`config.mk`:
```
export PLATFORM = sky130hd
export DESIGN_NAME = stepper_half_step_move_sequencer_core
export DESIGN_NICKNAME = d
export VERILOG_FILES = /design/src/sv/stp_seq_pkg.sv /design/src/sv/stp_angle_pipe.sv /design/src/sv/stp_seq_core.sv /design/src/sv/stepper_half_step_move_sequencer_core.sv
export SDC_FILE = /design/constraint.sdc
export NUM_CORES = 1
export LEC_CHECK = 0
export BUFFER_PORTS_ARGS = -buffer_cell sky130_fd_sc_hd__buf_4
export CORE_MARGIN = 1
export CORE_UTILIZATION = 50
export CTS_BUF_LIST = sky130_fd_sc_hd__clkbuf_4 sky130_fd_sc_hd__clkbuf_8 sky130_fd_sc_hd__clkbuf_16
export DETAILED_ROUTE_END_ITERATION = 10
export PLACE_DENSITY = 0.67
export SLEW_MARGIN = 20
export SYNTH_ARGS = -nofsm -noshare
export SYNTH_HDL_FRONTEND = slang
export SYNTH_SLANG_ARGS = --single-unit
```
`constraint.sdc`:
```
create_clock -name clk -period 7.8 [get_ports clk]
set_input_delay 1.56 -clock clk [delete_from_list [all_inputs] [get_ports clk]]
set_output_delay 1.56 -clock clk [all_outputs]
set_load 0.02 [all_outputs]
```
`src/sv/stp_seq_pkg.sv`:
```
// ----------------------------------------------------------------------------
// stp_seq_pkg
// Shared types, action codes, reciprocal constants and the half-step coil
// pattern table for the stepper half-step move sequencer.
// ----------------------------------------------------------------------------
package stp_seq_pkg;

  // Action codes of an input word
  localparam logic [1:0] ACT_TICK  = 2'd0;
  localparam logic [1:0] ACT_STEPS = 2'd1;
  localparam logic [1:0] ACT_ANGLE = 2'd2;

  // Field widths fixed by the interface
  localparam int AMT_W   = 16;
  localparam int DWELL_W = 10;
  localparam int PHASE_W = 3;
  localparam int COIL_W  = 4;

  // Degrees in one turn; angle reduction works modulo this
  localparam int DEG_MOD = 360;
  localparam int DEG_W   = 9;   // holds 0..359
  localparam int DEG_Q_W = 8;   // 65535 / 360 = 182

  // floor(a / 360) for 16-bit a: (a * DEG_RECIP) >> DEG_SHIFT, exact
  localparam int DEG_SHIFT   = 25;
  localparam int DEG_RECIP   = ((2 ** DEG_SHIFT) + DEG_MOD - 1) / DEG_MOD;
  localparam int DEG_RECIP_W = 17;

  // floor(p / 360) for p = deg * steps_per_rev up to 359 * 8192, exact
  localparam int    ANG_SHIFT   = 32;
  localparam longint ANG_RECIP  = ((64'd1 << ANG_SHIFT) + 64'd359) / 64'd360;
  localparam int    ANG_RECIP_W = 24;

  // Command word handed from the conversion pipe to the sequencer
  typedef struct packed {
    logic [1:0] action;
    logic       cw;
    logic       legal;
  } stp_cmd_t;

  // 8-phase half-step coil pattern, phase 0 is the first phase
  function automatic logic [COIL_W-1:0] coil_pattern(input logic [PHASE_W-1:0] ph);
    logic [COIL_W-1:0] pat;
    unique case (ph)
      3'd0: pat = 4'h1;
      3'd1: pat = 4'h3;
      3'd2: pat = 4'h2;
      3'd3: pat = 4'h6;
      3'd4: pat = 4'h4;
      3'd5: pat = 4'hC;
      3'd6: pat = 4'h8;
      3'd7: pat = 4'h9;
      default: pat = 4'h0;
    endcase
    return pat;
  endfunction

endpackage

```
`src/sv/stp_angle_pipe.sv`:
```
// ----------------------------------------------------------------------------
// stp_angle_pipe
// Five-stage input pipeline: registers the word, reduces an angle modulo
// 360 and scales it to half steps with reciprocal multiplies, and range
// checks a half-step count. Stages advance independently on valid/stall.
// ----------------------------------------------------------------------------
module stp_angle_pipe
  import stp_seq_pkg::*;
#(
  parameter int STEPS_PER_REV = 4096,
  localparam int CNT_W = $clog2(STEPS_PER_REV + 1)
) (
  input  logic             clk,
  input  logic             rst,
  input  logic             in_valid,
  output logic             in_stall,
  input  logic [1:0]       action,
  input  logic             clockwise,
  input  logic [AMT_W-1:0] amount,
  output logic             cmd_valid,
  input  logic             cmd_stall,
  output stp_cmd_t         cmd,
  output logic [CNT_W-1:0] cmd_cnt
);

  localparam int NSTG       = 5;
  localparam int DEG_PROD_W = AMT_W + DEG_RECIP_W;
  localparam int PROD_W     = $clog2((DEG_MOD - 1) * STEPS_PER_REV + 1);
  localparam int WIDE_W     = PROD_W + ANG_RECIP_W;

  logic [NSTG-1:0] vld;
  logic [NSTG-1:0] rdy;

  // stage payloads
  logic [1:0]         s0_action, s1_action, s2_action, s3_action;
  logic               s0_cw, s1_cw, s2_cw, s3_cw;
  logic [AMT_W-1:0]   s0_amount, s1_amount;
  logic [DEG_Q_W-1:0] s1_quot;
  logic               s1_ok, s2_ok, s3_ok;
  logic [DEG_W-1:0]   s2_deg;
  logic [CNT_W-1:0]   s2_cnt, s3_cnt;
  logic [PROD_W-1:0]  s3_prod;
  stp_cmd_t           s4_cmd;
  logic [CNT_W-1:0]   s4_cnt;

  // per-stage datapath
  logic [DEG_PROD_W-1:0] deg_prod;
  logic [DEG_Q_W-1:0]    quot_next;
  logic                  ok_next;
  logic [AMT_W-1:0]      deg_sub;
  logic [DEG_W-1:0]      deg_next;
  logic [PROD_W-1:0]     prod_next;
  logic [WIDE_W-1:0]     wide;
  logic [CNT_W-1:0]      ang_cnt;
  stp_cmd_t              cmd_next;
  logic [CNT_W-1:0]      cnt_next;

  // ready chain: a stage loads when it is empty or its word moves on
  always_comb begin
    rdy[NSTG-1] = !vld[NSTG-1] || !cmd_stall;
    for (int k = 0; k < NSTG - 1; k++) begin
      rdy[k] = !vld[k] || rdy[k+1];
    end
  end

  assign in_stall = !rdy[0];

  always_ff @(posedge clk) begin
    if (rst) begin
      vld <= '0;
    end else begin
      if (rdy[0]) vld[0] <= in_valid;
      for (int k = 1; k < NSTG; k++) begin
        if (rdy[k]) vld[k] <= vld[k-1];
      end
    end
  end

  // stage 1: quotient of amount / 360, count range check
  assign deg_prod  = DEG_PROD_W'(s0_amount) * DEG_PROD_W'(DEG_RECIP);
  assign quot_next = deg_prod[DEG_SHIFT +: DEG_Q_W];
  assign ok_next   = s0_amount <= AMT_W'(STEPS_PER_REV);

  // stage 2: remainder in degrees
  assign deg_sub  = AMT_W'(s1_quot) * AMT_W'(DEG_MOD);
  assign deg_next = DEG_W'(s1_amount - deg_sub);

  // stage 3: degrees times steps per turn
  assign prod_next = PROD_W'(s2_deg) * PROD_W'(STEPS_PER_REV);

  // stage 4: divide by 360, pick the move count
  assign wide    = WIDE_W'(s3_prod) * WIDE_W'(ANG_RECIP);
  assign ang_cnt = wide[ANG_SHIFT +: CNT_W];

  always_comb begin
    cmd_next.action = s3_action;
    cmd_next.cw     = s3_cw;
    cmd_next.legal  = (s3_action == ACT_ANGLE) || s3_ok;
    cnt_next        = (s3_action == ACT_ANGLE) ? ang_cnt : s3_cnt;
  end

  always_ff @(posedge clk) begin
    if (rdy[0]) begin
      s0_action <= action;
      s0_cw     <= clockwise;
      s0_amount <= amount;
    end
    if (rdy[1]) begin
      s1_action <= s0_action;
      s1_cw     <= s0_cw;
      s1_amount <= s0_amount;
      s1_quot   <= quot_next;
      s1_ok     <= ok_next;
    end
    if (rdy[2]) begin
      s2_action <= s1_action;
      s2_cw     <= s1_cw;
      s2_deg    <= deg_next;
      s2_cnt    <= s1_amount[CNT_W-1:0];
      s2_ok     <= s1_ok;
    end
    if (rdy[3]) begin
      s3_action <= s2_action;
      s3_cw     <= s2_cw;
      s3_prod   <= prod_next;
      s3_cnt    <= s2_cnt;
      s3_ok     <= s2_ok;
    end
    if (rdy[4]) begin
      s4_cmd <= cmd_next;
      s4_cnt <= cnt_next;
    end
  end

  assign cmd_valid = vld[NSTG-1];
  assign cmd       = s4_cmd;
  assign cmd_cnt   = s4_cnt;

endmodule

```
`src/sv/stp_seq_core.sv`:
```
// ----------------------------------------------------------------------------
// stp_seq_core
// Move state (remaining steps, phase, direction, dwell) and the result
// register. Takes one command or tick word per cycle while the result
// register is not stalled, and updates the state as it takes the word.
// ----------------------------------------------------------------------------
module stp_seq_core
  import stp_seq_pkg::*;
#(
  parameter int STEPS_PER_REV = 4096,
  localparam int CNT_W = $clog2(STEPS_PER_REV + 1)
) (
  input  logic               clk,
  input  logic               rst,
  input  logic               cfg_write,
  input  logic [DWELL_W-1:0] cfg_data,
  input  logic               cmd_valid,
  output logic               cmd_stall,
  input  stp_cmd_t           cmd,
  input  logic [CNT_W-1:0]   cmd_cnt,
  output logic               out_valid,
  input  logic               out_stall,
  output logic [COIL_W-1:0]  coils,
  output logic               busy_res,
  output logic               accepted,
  output logic [CNT_W-1:0]   steps_left
);

  // state
  logic [DWELL_W-1:0] ticks;
  logic [CNT_W-1:0]   rem, rem_next;
  logic [PHASE_W-1:0] phase, phase_next;
  logic               move_cw, move_cw_next;
  logic [DWELL_W-1:0] dwell, dwell_next;

  logic               take;
  logic [DWELL_W-1:0] limit;
  logic [DWELL_W-1:0] dwell_inc;
  logic [COIL_W-1:0]  coils_next;
  logic               acc_next;

  assign cmd_stall = out_valid && out_stall;
  assign take      = cmd_valid && !cmd_stall;

  // a dwell of zero ticks behaves as one
  assign limit     = (ticks == '0) ? DWELL_W'(1) : ticks;
  assign dwell_inc = dwell + 1'b1;

  // next state and result
  always_comb begin
    rem_next     = rem;
    phase_next   = phase;
    move_cw_next = move_cw;
    dwell_next   = dwell;
    coils_next   = '0;
    acc_next     = 1'b0;
    if (cmd.action == ACT_TICK) begin
      if (rem != '0) begin
        coils_next = coil_pattern(phase);
        if (dwell_inc >= limit) begin
          dwell_next = '0;
          rem_next   = rem - 1'b1;
          phase_next = move_cw ? phase - 1'b1 : phase + 1'b1;
        end else begin
          dwell_next = dwell_inc;
        end
      end
    end else begin
      // start a move only from idle
      if ((rem == '0) && cmd.legal &&
          ((cmd.action == ACT_STEPS) || (cmd.action == ACT_ANGLE))) begin
        rem_next     = cmd_cnt;
        move_cw_next = cmd.cw;
        phase_next   = cmd.cw ? PHASE_W'(7) : PHASE_W'(0);
        dwell_next   = '0;
        acc_next     = 1'b1;
      end
      if (rem_next != '0) begin
        coils_next = coil_pattern(phase_next);
      end
    end
  end

  // configuration register
  always_ff @(posedge clk) begin
    if (rst) begin
      ticks <= DWELL_W'(1);
    end else if (cfg_write) begin
      ticks <= cfg_data;
    end
  end

  // move state
  always_ff @(posedge clk) begin
    if (rst) begin
      rem     <= '0;
      phase   <= '0;
      move_cw <= 1'b0;
      dwell   <= '0;
    end else if (take) begin
      rem     <= rem_next;
      phase   <= phase_next;
      move_cw <= move_cw_next;
      dwell   <= dwell_next;
    end
  end

  // result register
  always_ff @(posedge clk) begin
    if (rst) begin
      out_valid <= 1'b0;
    end else if (take) begin
      out_valid <= 1'b1;
    end else if (!out_stall) begin
      out_valid <= 1'b0;
    end
  end

  always_ff @(posedge clk) begin
    if (take) begin
      coils      <= coils_next;
      busy_res   <= rem_next != '0;
      accepted   <= acc_next;
      steps_left <= rem_next;
    end
  end

  // remaining count only ever holds or drops by one while a move runs
  a_rem_step: assert property (@(posedge clk) disable iff (rst)
    !$past(rst) && ($past(rem) != '0) |->
      (rem == $past(rem)) || (rem == $past(rem) - 1'b1))
    else $error("remaining steps jumped during a move");

  // a command taken while busy is never reported accepted
  a_busy_reject: assert property (@(posedge clk) disable iff (rst)
    take && (rem != '0) |=> !accepted)
    else $error("command accepted while a move was running");

  // ticks while idle leave the motor state alone
  a_idle_tick: assert property (@(posedge clk) disable iff (rst)
    take && (cmd.action == ACT_TICK) && (rem == '0) |=>
      (rem == '0) && $stable(phase) && !busy_res && (coils == '0))
    else $error("idle tick changed state or drove coils");

endmodule

```
`src/sv/stepper_half_step_move_sequencer_core.sv`:
```
// ----------------------------------------------------------------------------
// stepper_half_step_move_sequencer_core
// Half-step sequencer for the four coil lines of a unipolar stepper. Each
// input word is a tick or a move command (half-step count, or an angle in
// degrees reduced modulo 360 and scaled to STEPS_PER_REV half steps per
// turn); each word yields one result word with the coil drive, busy flag,
// accept flag and steps left. One word is taken per clock cycle while
// in_stall is low. An input register and four pipeline stages carry the
// angle reduction and scaling (a reciprocal multiply for the quotient, a
// multiply-subtract for the remainder, the scale by STEPS_PER_REV and a
// reciprocal multiply for the division by 360), after which the move state
// updates into the result register. Backpressure on the result side fills
// the pipeline stages before the input is stalled. ticks_per_step is
// written through cfg_write/cfg_data and resets to 1.
// ----------------------------------------------------------------------------
module stepper_half_step_move_sequencer_core
  import stp_seq_pkg::*;
#(
  parameter int STEPS_PER_REV = 4096,
  localparam int CNT_W = $clog2(STEPS_PER_REV + 1)
) (
  input  logic               clk,
  input  logic               rst,
  input  logic               cfg_write,
  input  logic [DWELL_W-1:0] cfg_data,
  input  logic               in_valid,
  output logic               in_stall,
  input  logic [1:0]         action,
  input  logic               clockwise,
  input  logic [AMT_W-1:0]   amount,
  output logic               out_valid,
  input  logic               out_stall,
  output logic [COIL_W-1:0]  coils,
  output logic               busy_res,
  output logic               accepted,
  output logic [CNT_W-1:0]   steps_left
);

  logic             cmd_valid;
  logic             cmd_stall;
  stp_cmd_t         cmd;
  logic [CNT_W-1:0] cmd_cnt;

  // input register and angle conversion
  stp_angle_pipe #(
    .STEPS_PER_REV(STEPS_PER_REV)
  ) u_pipe (
    .clk       (clk),
    .rst       (rst),
    .in_valid  (in_valid),
    .in_stall  (in_stall),
    .action    (action),
    .clockwise (clockwise),
    .amount    (amount),
    .cmd_valid (cmd_valid),
    .cmd_stall (cmd_stall),
    .cmd       (cmd),
    .cmd_cnt   (cmd_cnt)
  );

  // move state and result register
  stp_seq_core #(
    .STEPS_PER_REV(STEPS_PER_REV)
  ) u_core (
    .clk        (clk),
    .rst        (rst),
    .cfg_write  (cfg_write),
    .cfg_data   (cfg_data),
    .cmd_valid  (cmd_valid),
    .cmd_stall  (cmd_stall),
    .cmd        (cmd),
    .cmd_cnt    (cmd_cnt),
    .out_valid  (out_valid),
    .out_stall  (out_stall),
    .coils      (coils),
    .busy_res   (busy_res),
    .accepted   (accepted),
    .steps_left (steps_left)
  );

endmodule
```
Yosys cells after proc, flatten, opt, wreduce, memory -nomap -nowiden:

Memories as Yosys holds them, arrays and structs flattened. A register that Yosys moved wholly into a read port is not among the register bits.
Cells that the tools add are included.
W data, S select, Z words.

* bits in registers: 175
* latch bits: 0
* memory bits (writable): 0
* memory bits (read-only): 64
* input bits: 34
* memories: 2

* $add $sub $neg: 5
* multipliers: 3
* divide/modulo/power cells: 0
* $lt $le $gt $ge: 2
* eq/ne operators: 6
* shift-type cells: 0
* muxes and demuxes: 26
* bitwise logic cells: 1
* reductions and logical operators: 28

Memories
* (no name shown): words 8, bits a word 4, rd ports 1, clocked after Yosys merged registers in 1, wr ports 0, line stp_seq_pkg.sv:44 `unique case (ph)`
* (no name shown): words 8, bits a word 4, rd ports 1, clocked after Yosys merged registers in 0, wr ports 0, line stp_seq_pkg.sv:44

Operators with widths (number)
* $mux W13: 6
* $mux W10: 5
* $reduce_bool A13 Y1: 3
* $mul A16 B17 Y33 const B: 1
* $mul A9 B24 Y33 const B: 1
* $mux W3: 9
* $le A16 B13 Y1 const B: 1
* $logic_not A13 Y1: 1
* $sub A13 B1 Y13 const B: 1
* $mux W4: 3
* $add A10 B1 Y10 const B: 1
* $ge A10 B10 Y1: 1
* $logic_not A10 Y1: 1
* $reduce_and A3 Y1: 3
* $sub A9 B9 Y9: 1
* $mul A8 B6 Y6 const B: 1
* $logic_not A1 Y1: 7
* $logic_or A1 B1 Y1: 7
* $eq A2 B2 Y1 const B: 2
* $logic_and A1 B1 Y1: 4
* $ne A2 B2 Y1 const B: 2
* $add A3 B1 Y3 const B: 1
* $mux W1: 3
* $sub A3 B1 Y3 const B: 1
* other kinds (5): 5

Depth between registers and ports, before layout:

Gate-level depths: netlist (run 1).

* depth in word-level cells: 8
* depth in mapped cells: 20
* gate-level depth less buffers: 20

Hierarchy:

Synthesis (run 1) repeated with hierarchy kept, for this count alone.

* cells, all modules: 1295
* area total of the unflattened synthesis: 13822.0 um^2

By module, submodules not included
* stp_angle_pipe: instances 1, cells each 937, area each 10576.4 um^2
* stp_seq_core: instances 1, cells each 358, area each 3245.6 um^2

Worst setup path before layout (run 1):

No wires, ideal clock.

* path type: flip-flop to flip-flop
* start point: reg u_pipe.s0_amount[13]
* end point: reg u_pipe.s1_quot[5] (data pin)
* setup time: 260 ps
* data arrival time: 5133 ps
* required time: 7540 ps
* setup slack: 2407 ps
* stages on the path, launching flop included: 20
* cell sequence: edfxtp_1 > fa_1 > inv_1 > fa_1 > inv_1 > fa_1 > inv_1 > fa_1 > fa_1 > fa_1 > inv_1 > ha_1 > nand4_1 > a31oi_1 > a211oi_1 > a21oi_1 > nor3_1 > o21bai_1 > a21oi_1 > xnor2_1

* word-level cells in the longest chain between the ends: 1

RTL lines
* start, declared: line stp_angle_pipe.sv:37 `logic [AMT_W-1:0] s0_amount, s1_amount;`
* start signal, assigned: line stp_angle_pipe.sv:106 `s0_amount <= amount;`
* $mul A16 B17 Y33: line stp_angle_pipe.sv:80 `assign deg_prod = DEG_PROD_W'(s0_amount) * DEG_PROD_W'(DEG_RECIP);`
* named net u_pipe.deg_prod[30]: line stp_angle_pipe.sv:47 `logic [DEG_PROD_W-1:0] deg_prod;`
* end signal, assigned: line stp_angle_pipe.sv:112 `s1_quot <= quot_next;`
* end, declared: line stp_angle_pipe.sv:38 `logic [DEG_Q_W-1:0] s1_quot;`

The timed path passes the listed nets, and every way through them passes these cells.
A chain may end at the register's enable or synchronous reset.

Worst setup path in the final report (run 1):

Same ends and word-level chain as after synthesis.

==> results of run 1 <==
through the flow:
step / hold WS (ps) / setup slack, ps / utilization (%)
global route: 413 / 1640 / 56.0
global placement: 401 / 2110 / 53.6
CTS: 413 / 1940 / 56.0
detailed placement: 405 / 1960 / 53.6
finish: 411 / 1870 / 56.0
floorplan: 400 / 2410 / -
state kept, by name, indices dropped and copies added (netlist names), 5 cells and up, named ones only:
| name | count |
|---|---|
| u_pipe.s1_quot | 6 |
| u_core.ticks | 10 |
| u_core.steps_left | 13 |
| u_pipe.s1_amount | 13 |
| u_pipe.vld | 5 |
| u_pipe.s2_cnt | 13 |
| u_pipe.s3_prod | 6 |
| u_pipe.s3_cnt | 13 |
| u_pipe.s0_amount | 16 |
| u_core.dwell | 10 |
| u_core.rem | 13 |
| u_pipe.cmd_cnt | 13 |
| u_pipe.s2_deg | 6 |
cells in the final DEF, fill, tap and decap left out, drive strengths merged, types with 4 or more instances in the layout:
cell type,Yosys,layout
clkbuf,10,17
ha,214,214
nor2b,9,9
nor3,14,14
xor2,13,13
edfxtp,124,124
buf,8,55
xnor2,24,24
clkinv,2,8
o211ai,7,7
a21oi,70,70
a211oi,12,12
a21o,8,8
o21bai,7,7
nor3b,4,4
dfxtp,47,47
a31oi,4,4
inv,254,263
nor4,10,10
and3,11,11
nand3b,6,6
nand2,76,76
nand2b,7,7
fa,111,111
nand4,15,15
o21ai,44,44
nor2,49,49
mux2i,23,23
or3,6,6
nand3,28,28
area by class of cell:
class                           instances  area [um2]
Fill cell                            2286       11800
Multi-Input combinational cell        817        7900
Sequential cell                       171        4660
Inverter                              256         962
Tap cell                              341         427
Clock buffer                           17         425
Timing Repair Buffer                   55         413
Clock inverter                         15         206
per-layer routing:
metal	global-route usage, %	up-vias
met5	0	-
met4	6.88	0
met3	2.83	42
met2	36.3	211
met1	27.4	4367
li1	-	4408
how the worst max path moves through the flow:
stage | slack, ps | cells after the start | endpoint
after floorplan | 2410 | 19 | u_pipe.s1_quot[5]$_DFFE_PP_
after global placement | 2110 | 19 | u_pipe.s1_quot[5]$_DFFE_PP_
after detailed placement | 1960 | 19 | u_pipe.s1_quot[5]$_DFFE_PP_
after CTS | 1940 | 19 | u_pipe.s1_quot[5]$_DFFE_PP_
after global routing | 1640 | 19 | u_pipe.s1_quot[5]$_DFFE_PP_
final | 1870 | 19 | u_pipe.s1_quot[5]$_DFFE_PP_
cell families (layout without fill, tap and decap cells):
kind of cell / count (synthesis) / count (layout) / synth area share (%)
and+or+nand+nor: 249 / 249 / 9.44
adders and majority gates: 325 / 325 / 36.0
DFF: 171 / 171 / 34.3
muxes: 24 / 24 / 1.77
AOI/OAI and AO/OA: 182 / 182 / 8.46
xor gates and xnor gates: 37 / 37 / 2.38
buffers and inverters: 274 / 343 / 7.66
worst max-delay path: stages, from the launching register on:
cell      delay (ps)
edfxtp_1         510
fa_1             580
inv_1             60
fa_1             500
inv_1             60
fa_1             500
inv_1             60
fa_1             510
fa_1             530
fa_1             540
inv_1             40
ha_1             320
nand4_1          100
a31oi_1          100
a211oi_1         330
a21oi_1          180
nor3_1           310
o21bai_1         140
a21oi_1          190
xnor2_1          100
==> impl_metrics.yaml, run 1 <==
cts:
  cts_max_level: 4
  cts_sinks: 171
  post_cts_buffers: 0
  clockBufferDepth: 2
  cts_resized: 0
  hold_buffers: 0
  cts_tree: "done"
  clk_pin_slew_worst_paths_ps: 80
  cts-root-buf: "clkbuf_16"
  clk_latency_ps: 440
  cts_buffers: 17
detailed_routing:
  firstDrtPassIters: 5
  drc: 0
  vias: 9028
  wl_met2_um: 13600
  wirelength_um: 27500
  highest-signal-layer: "met4"
  ant_nets: 0
  wl_met3_um: 984
  routedWlPerCell_um: 16.4
  viasPerCell: 5.40
  drtIter0Drc: 599
  drt-met1-wl_um: 12300
yosys:
  synth_warnings: 0
  synth_cell_type_count: 71
  netlist_top_cells_count: "inv_1 (254), ha_1 (214), edfxtp_1 (124)"
  synth_area_per_cell_um2: 10.8
  synthCells: 1262
  synth_flop_cell: "edfxtp_1"
  synthArstFlopShare_pct: 0
  syn_nets: 1621
  ys_ff_latch: 171
  synth_top_area_share_pct: 27.4
  synth_area_um2: 13600
  yosysTopAreaCell: "edfxtp_1"
  synth_edf_count: 124
  ys_top_cells_by_area: "edfxtp_1 (27%), ha_1 (20%), fa_1 (16%), inv_1 (7.0%), dfxtp_1 (6.9%)"
  yosysMostFrequentCell: "inv_1"
  seq_area_frac_synth_pct: 34.3
floorplanning:
  die_w_um: 167
  rows: 60
  io_pins: 55
  die_area_um2: 27900
  coreArea_um2: 26800
  die_y_um: 167
  start_util_pct: 50.8
sta:
  hold_viol_final: 0
  final_max_slew_viol_count: 0
  min_period_ps: 5930
  worst_pin_slew_ps: 986
  finalSetupTns_ps: 0
  max_slew_margin_pct: 34.1
  setup_viol: 0
  fmax_mhz: 169
  fin_worst_skew_ps: 17.7
  period_share_pct: 76.0
  rsz0062_at_grt: "false"
global_route:
  grt_max_degree: 45
  globalRouteOverflowTotal: 0
  grtUsageTotal_pct: 21.1
  grt_antenna_before_repair: 0
  grt_pass1_wl_um: 46400
  grt_pass1_vias: 9298
worst_setup_path:
  arrival_ps: 6100
  path_max_fanout: 6
  reg2reg_slack_ps: 1870
  startpoint_type: "flop"
  reg2reg_depth: 19
  required_ps: 7970
  critPathKind: "flop to flop"
  end_kind: "flop"
  critPathLaunch: "u_pipe.s0_amount[13]$_DFFE_PN_"
  rr_endpoint: "u_pipe.s1_quot[5]$_DFFE_PP_"
  timing.rr.start: "u_pipe.s0_amount[13]$_DFFE_PN_"
finish:
  fin_area_um2: 15000
  stdcell_count: 1672
  drive_above_1_share_pct: 8.19
  area_growth_pct: 10.2
  diodes: 0
  nets: 1677
min_path:
  min_path_cells: 0
  worst_hold_path.endpoint: "u_pipe.s3_cw$_DFFE_PP_"
  hp-start: "u_pipe.s2_cw$_DFFE_PP_"
  worstHoldPathType: "flop to flop"
placement:
  gp_congestion: 0.912
  hpwl_um: 22200
  portBuffers: 54
  placed_cells: 1640
  placed_area_um2: 14400
status:
  status: "complete, no violations"
run:
  drv_cap: 0
Power of run 1 is not shown: default switching activity piles up to over one toggle a cycle in this logic, so the estimate is an artifact.
==> run 2: changes to the inputs <==
--- a/config.mk
+++ b/config.mk
@@ -5,12 +5,13 @@
 export SDC_FILE = /design/constraint.sdc
 export NUM_CORES = 1
 export LEC_CHECK = 0
+export ABC_AREA = 1
 export BUFFER_PORTS_ARGS = -buffer_cell sky130_fd_sc_hd__buf_4
 export CORE_MARGIN = 1
 export CORE_UTILIZATION = 50
 export CTS_BUF_LIST = sky130_fd_sc_hd__clkbuf_4 sky130_fd_sc_hd__clkbuf_8 sky130_fd_sc_hd__clkbuf_16
 export DETAILED_ROUTE_END_ITERATION = 10
-export PLACE_DENSITY = 0.67
+export PLACE_DENSITY = 0.69
 export SLEW_MARGIN = 20
 export SYNTH_ARGS = -nofsm -noshare
 export SYNTH_HDL_FRONTEND = slang
==> constraint.sdc (replaced) <==
create_clock -name clk -period 5.2 [get_ports clk]
set_input_delay 1.04 -clock clk [delete_from_list [all_inputs] [get_ports clk]]
set_output_delay 1.04 -clock clk [all_outputs]
set_load 0.02 [all_outputs]
==> impl_metrics.yaml, run 2 <==
finish:
  largest_register_ffs: 16
  area_growth_pct: 11.0
  layout_commonest_cell: "inv_1"
  largest_register: "u_pipe.s0_amount"
  layout_common_cells: "inv_1 (363), nand2_1 (261), ha_1 (210), edfxtp_1 (124), fa_1 (110)"
  fin_area_um2: 16400
  nets: 2071
  diodes: 0
  fin_util_pct: 56.8
  drive_above_1_share_pct: 8.23
sta:
  fmax_mhz: 201
  hold_viol_final: 0
  final_max_slew_viol_count: 0
  worst_pin_slew_ps: 778
  fin_worst_skew_ps: 16.8
  setup_viol: 0
  min_period_ps: 4980
  max_slew_margin_pct: 48.1
  finalSetupTns_ps: 0
  layout_setup_ws_ps: 223
  period_share_pct: 95.7
placement:
  placed_area_um2: 15700
  hpwl_um: 27200
  portBuffers: 54
  gp_congestion: 0.959
  place_ws_ps: 38.2
worst_setup_path:
  required_ps: 5380
  end_kind: "flop"
  startpoint_type: "flop"
  path_max_fanout: 4
  critPathKind: "flop to flop"
  arrival_ps: 5160
cts:
  cts_max_level: 4
  clk_pin_slew_worst_paths_ps: 70
  cts-root-buf: "clkbuf_16"
  cts_buffers: 17
  clockBufferDepth: 2
  cts_tree: "done"
  hold_buffers: 0
  cts_sinks: 171
  clk_latency_ps: 440
global_route:
  grt_pass1_wl_um: 54400
  globalRouteOverflowTotal: 0
  grt_pass1_vias: 11200
  grtUsageTotal_pct: 22.9
  grt_antenna_before_repair: 0
  grt_max_degree: 29
yosys:
  synth_top_area_share_pct: 25.2
  yosysTopAreaCell: "edfxtp_1"
  synth_cell_type_count: 48
  ys_top_cells_by_area: "edfxtp_1 (25%), ha_1 (18%), fa_1 (15%), inv_1 (9.3%), nand2_1 (6.6%)"
  synthCells: 1636
  netlist_top_cells_count: "inv_1 (364), nand2_1 (261), ha_1 (214)"
  syn_nets: 1995
  seq_area_frac_synth_pct: 31.6
  synth_flop_cell: "edfxtp_1"
  ys_ff_latch: 171
  synthArstFlopShare_pct: 0
  yosysMostFrequentCell: "inv_1"
  synth_edf_count: 124
  synth_area_per_cell_um2: 9.02
  synth_warnings: 0
  synth_area_um2: 14800
detailed_routing:
  wirelength_um: 33100
  routedWlPerCell_um: 15.7
  vias: 11000
  firstDrtPassIters: 5
  viasPerCell: 5.23
  ant_nets: 0
  drtIter0Drc: 844
  drc: 0
floorplanning:
  die_w_um: 174
  io_pins: 55
  rows: 62
  coreArea_um2: 28900
  start_util_pct: 51.2
  die_y_um: 174
  die_area_um2: 30200
status:
  status: "complete, no violations"
run:
  drv_cap: 0
min_path:
  worstHoldPathType: "flop to flop"
[run 2: cell count changes in the layout (fill, tap and decap cells not counted), moves of 23 or more]
cell / delta
a21oi_1: +27
mux2i_1: -23
nor2_1: +45
buf_4: +23
inv_1: +109
o21ai_0: +35
nand3_1: +40
nand2_1: +185
[run 2: cells by family (layout without fill, tap and decap cells)]
| logic type | after synthesis | after routing | synth area share, % |
|---|---|---|---|
| AND/OR/NAND/NOR | 492 | 492 | 14.5 |
| buffers and inverters | 387 | 476 | 10.0 |
| adder cells (fa/ha/maj) | 325 | 325 | 33.2 |
| AO/OA/AOI/OAI | 225 | 225 | 8.56 |
| flip-flops | 171 | 171 | 31.6 |
| XOR/XNOR | 36 | 36 | 2.14 |
[run 2: cell type report]
cell class	count	area (um2)
clock inverter	15	174
sequential	171	4660
timing repair buffer	78	586
fill	2578	12500
tap	384	480
inverter	366	1370
multi-input combinational	1078	8680
clock buffer	17	425
[run 2: routing by layer]
layer / global-route usage [%] / up-vias / wire length (um)
li1: - / 5466 / -
met1: 28.9 / 5228 / 14500
met2: 39.5 / 271 / 16200
met3: 3.38 / 70 / 1420
met4: 8.92 / 0 / 1050
met5: 0 / - / 0
[run 2: per-stage QoR]
stage	hold slack, ps	cells
2_1_floorplan	400	1636
3_5_place_dp	405	2072
5_1_grt	424	2109
4_1_cts	420	2104
6_report	419	2109
3_3_place_gp	401	2072
[run 2: final timing paths]
check	startpoint	to	slack (ps)	cells after the start
worst max-delay path	u_pipe.s0_amount[15]$_DFFE_PN_	u_pipe.s1_quot[2]$_DFFE_PP_	220	18
worst min-delay path	u_pipe.s2_cnt[7]$_DFFE_PP_	u_pipe.s3_cnt[7]$_DFFE_PP_	420	0
worst max register to register	u_pipe.s0_amount[15]$_DFFE_PN_	u_pipe.s1_quot[2]$_DFFE_PP_	220	18
worst min register to register	u_pipe.s2_cnt[7]$_DFFE_PP_	u_pipe.s3_cnt[7]$_DFFE_PP_	420	0
[run 2: timing repair]
action	4_1_cts	5_1_grt
gates resized for setup	0	10
setup endpoints to repair	0	6
buffers inserted	0	5
[run 2: critical path, stage by stage, from the launching register on]
cell and delay (ps):
edfxtp_1 420, fa_1 550, inv_1 50, fa_1 550, inv_1 60, fa_1 480
inv_1 50, fa_1 390, fa_2 470, fa_1 550, inv_1 50, ha_1 320
nand2_1 140, nor2_1 70, nand2_1 70, nand3_1 70, a21oi_1 150, o21ai_0 130
xor2_1 150
Power of run 2 is left out for the same reason.
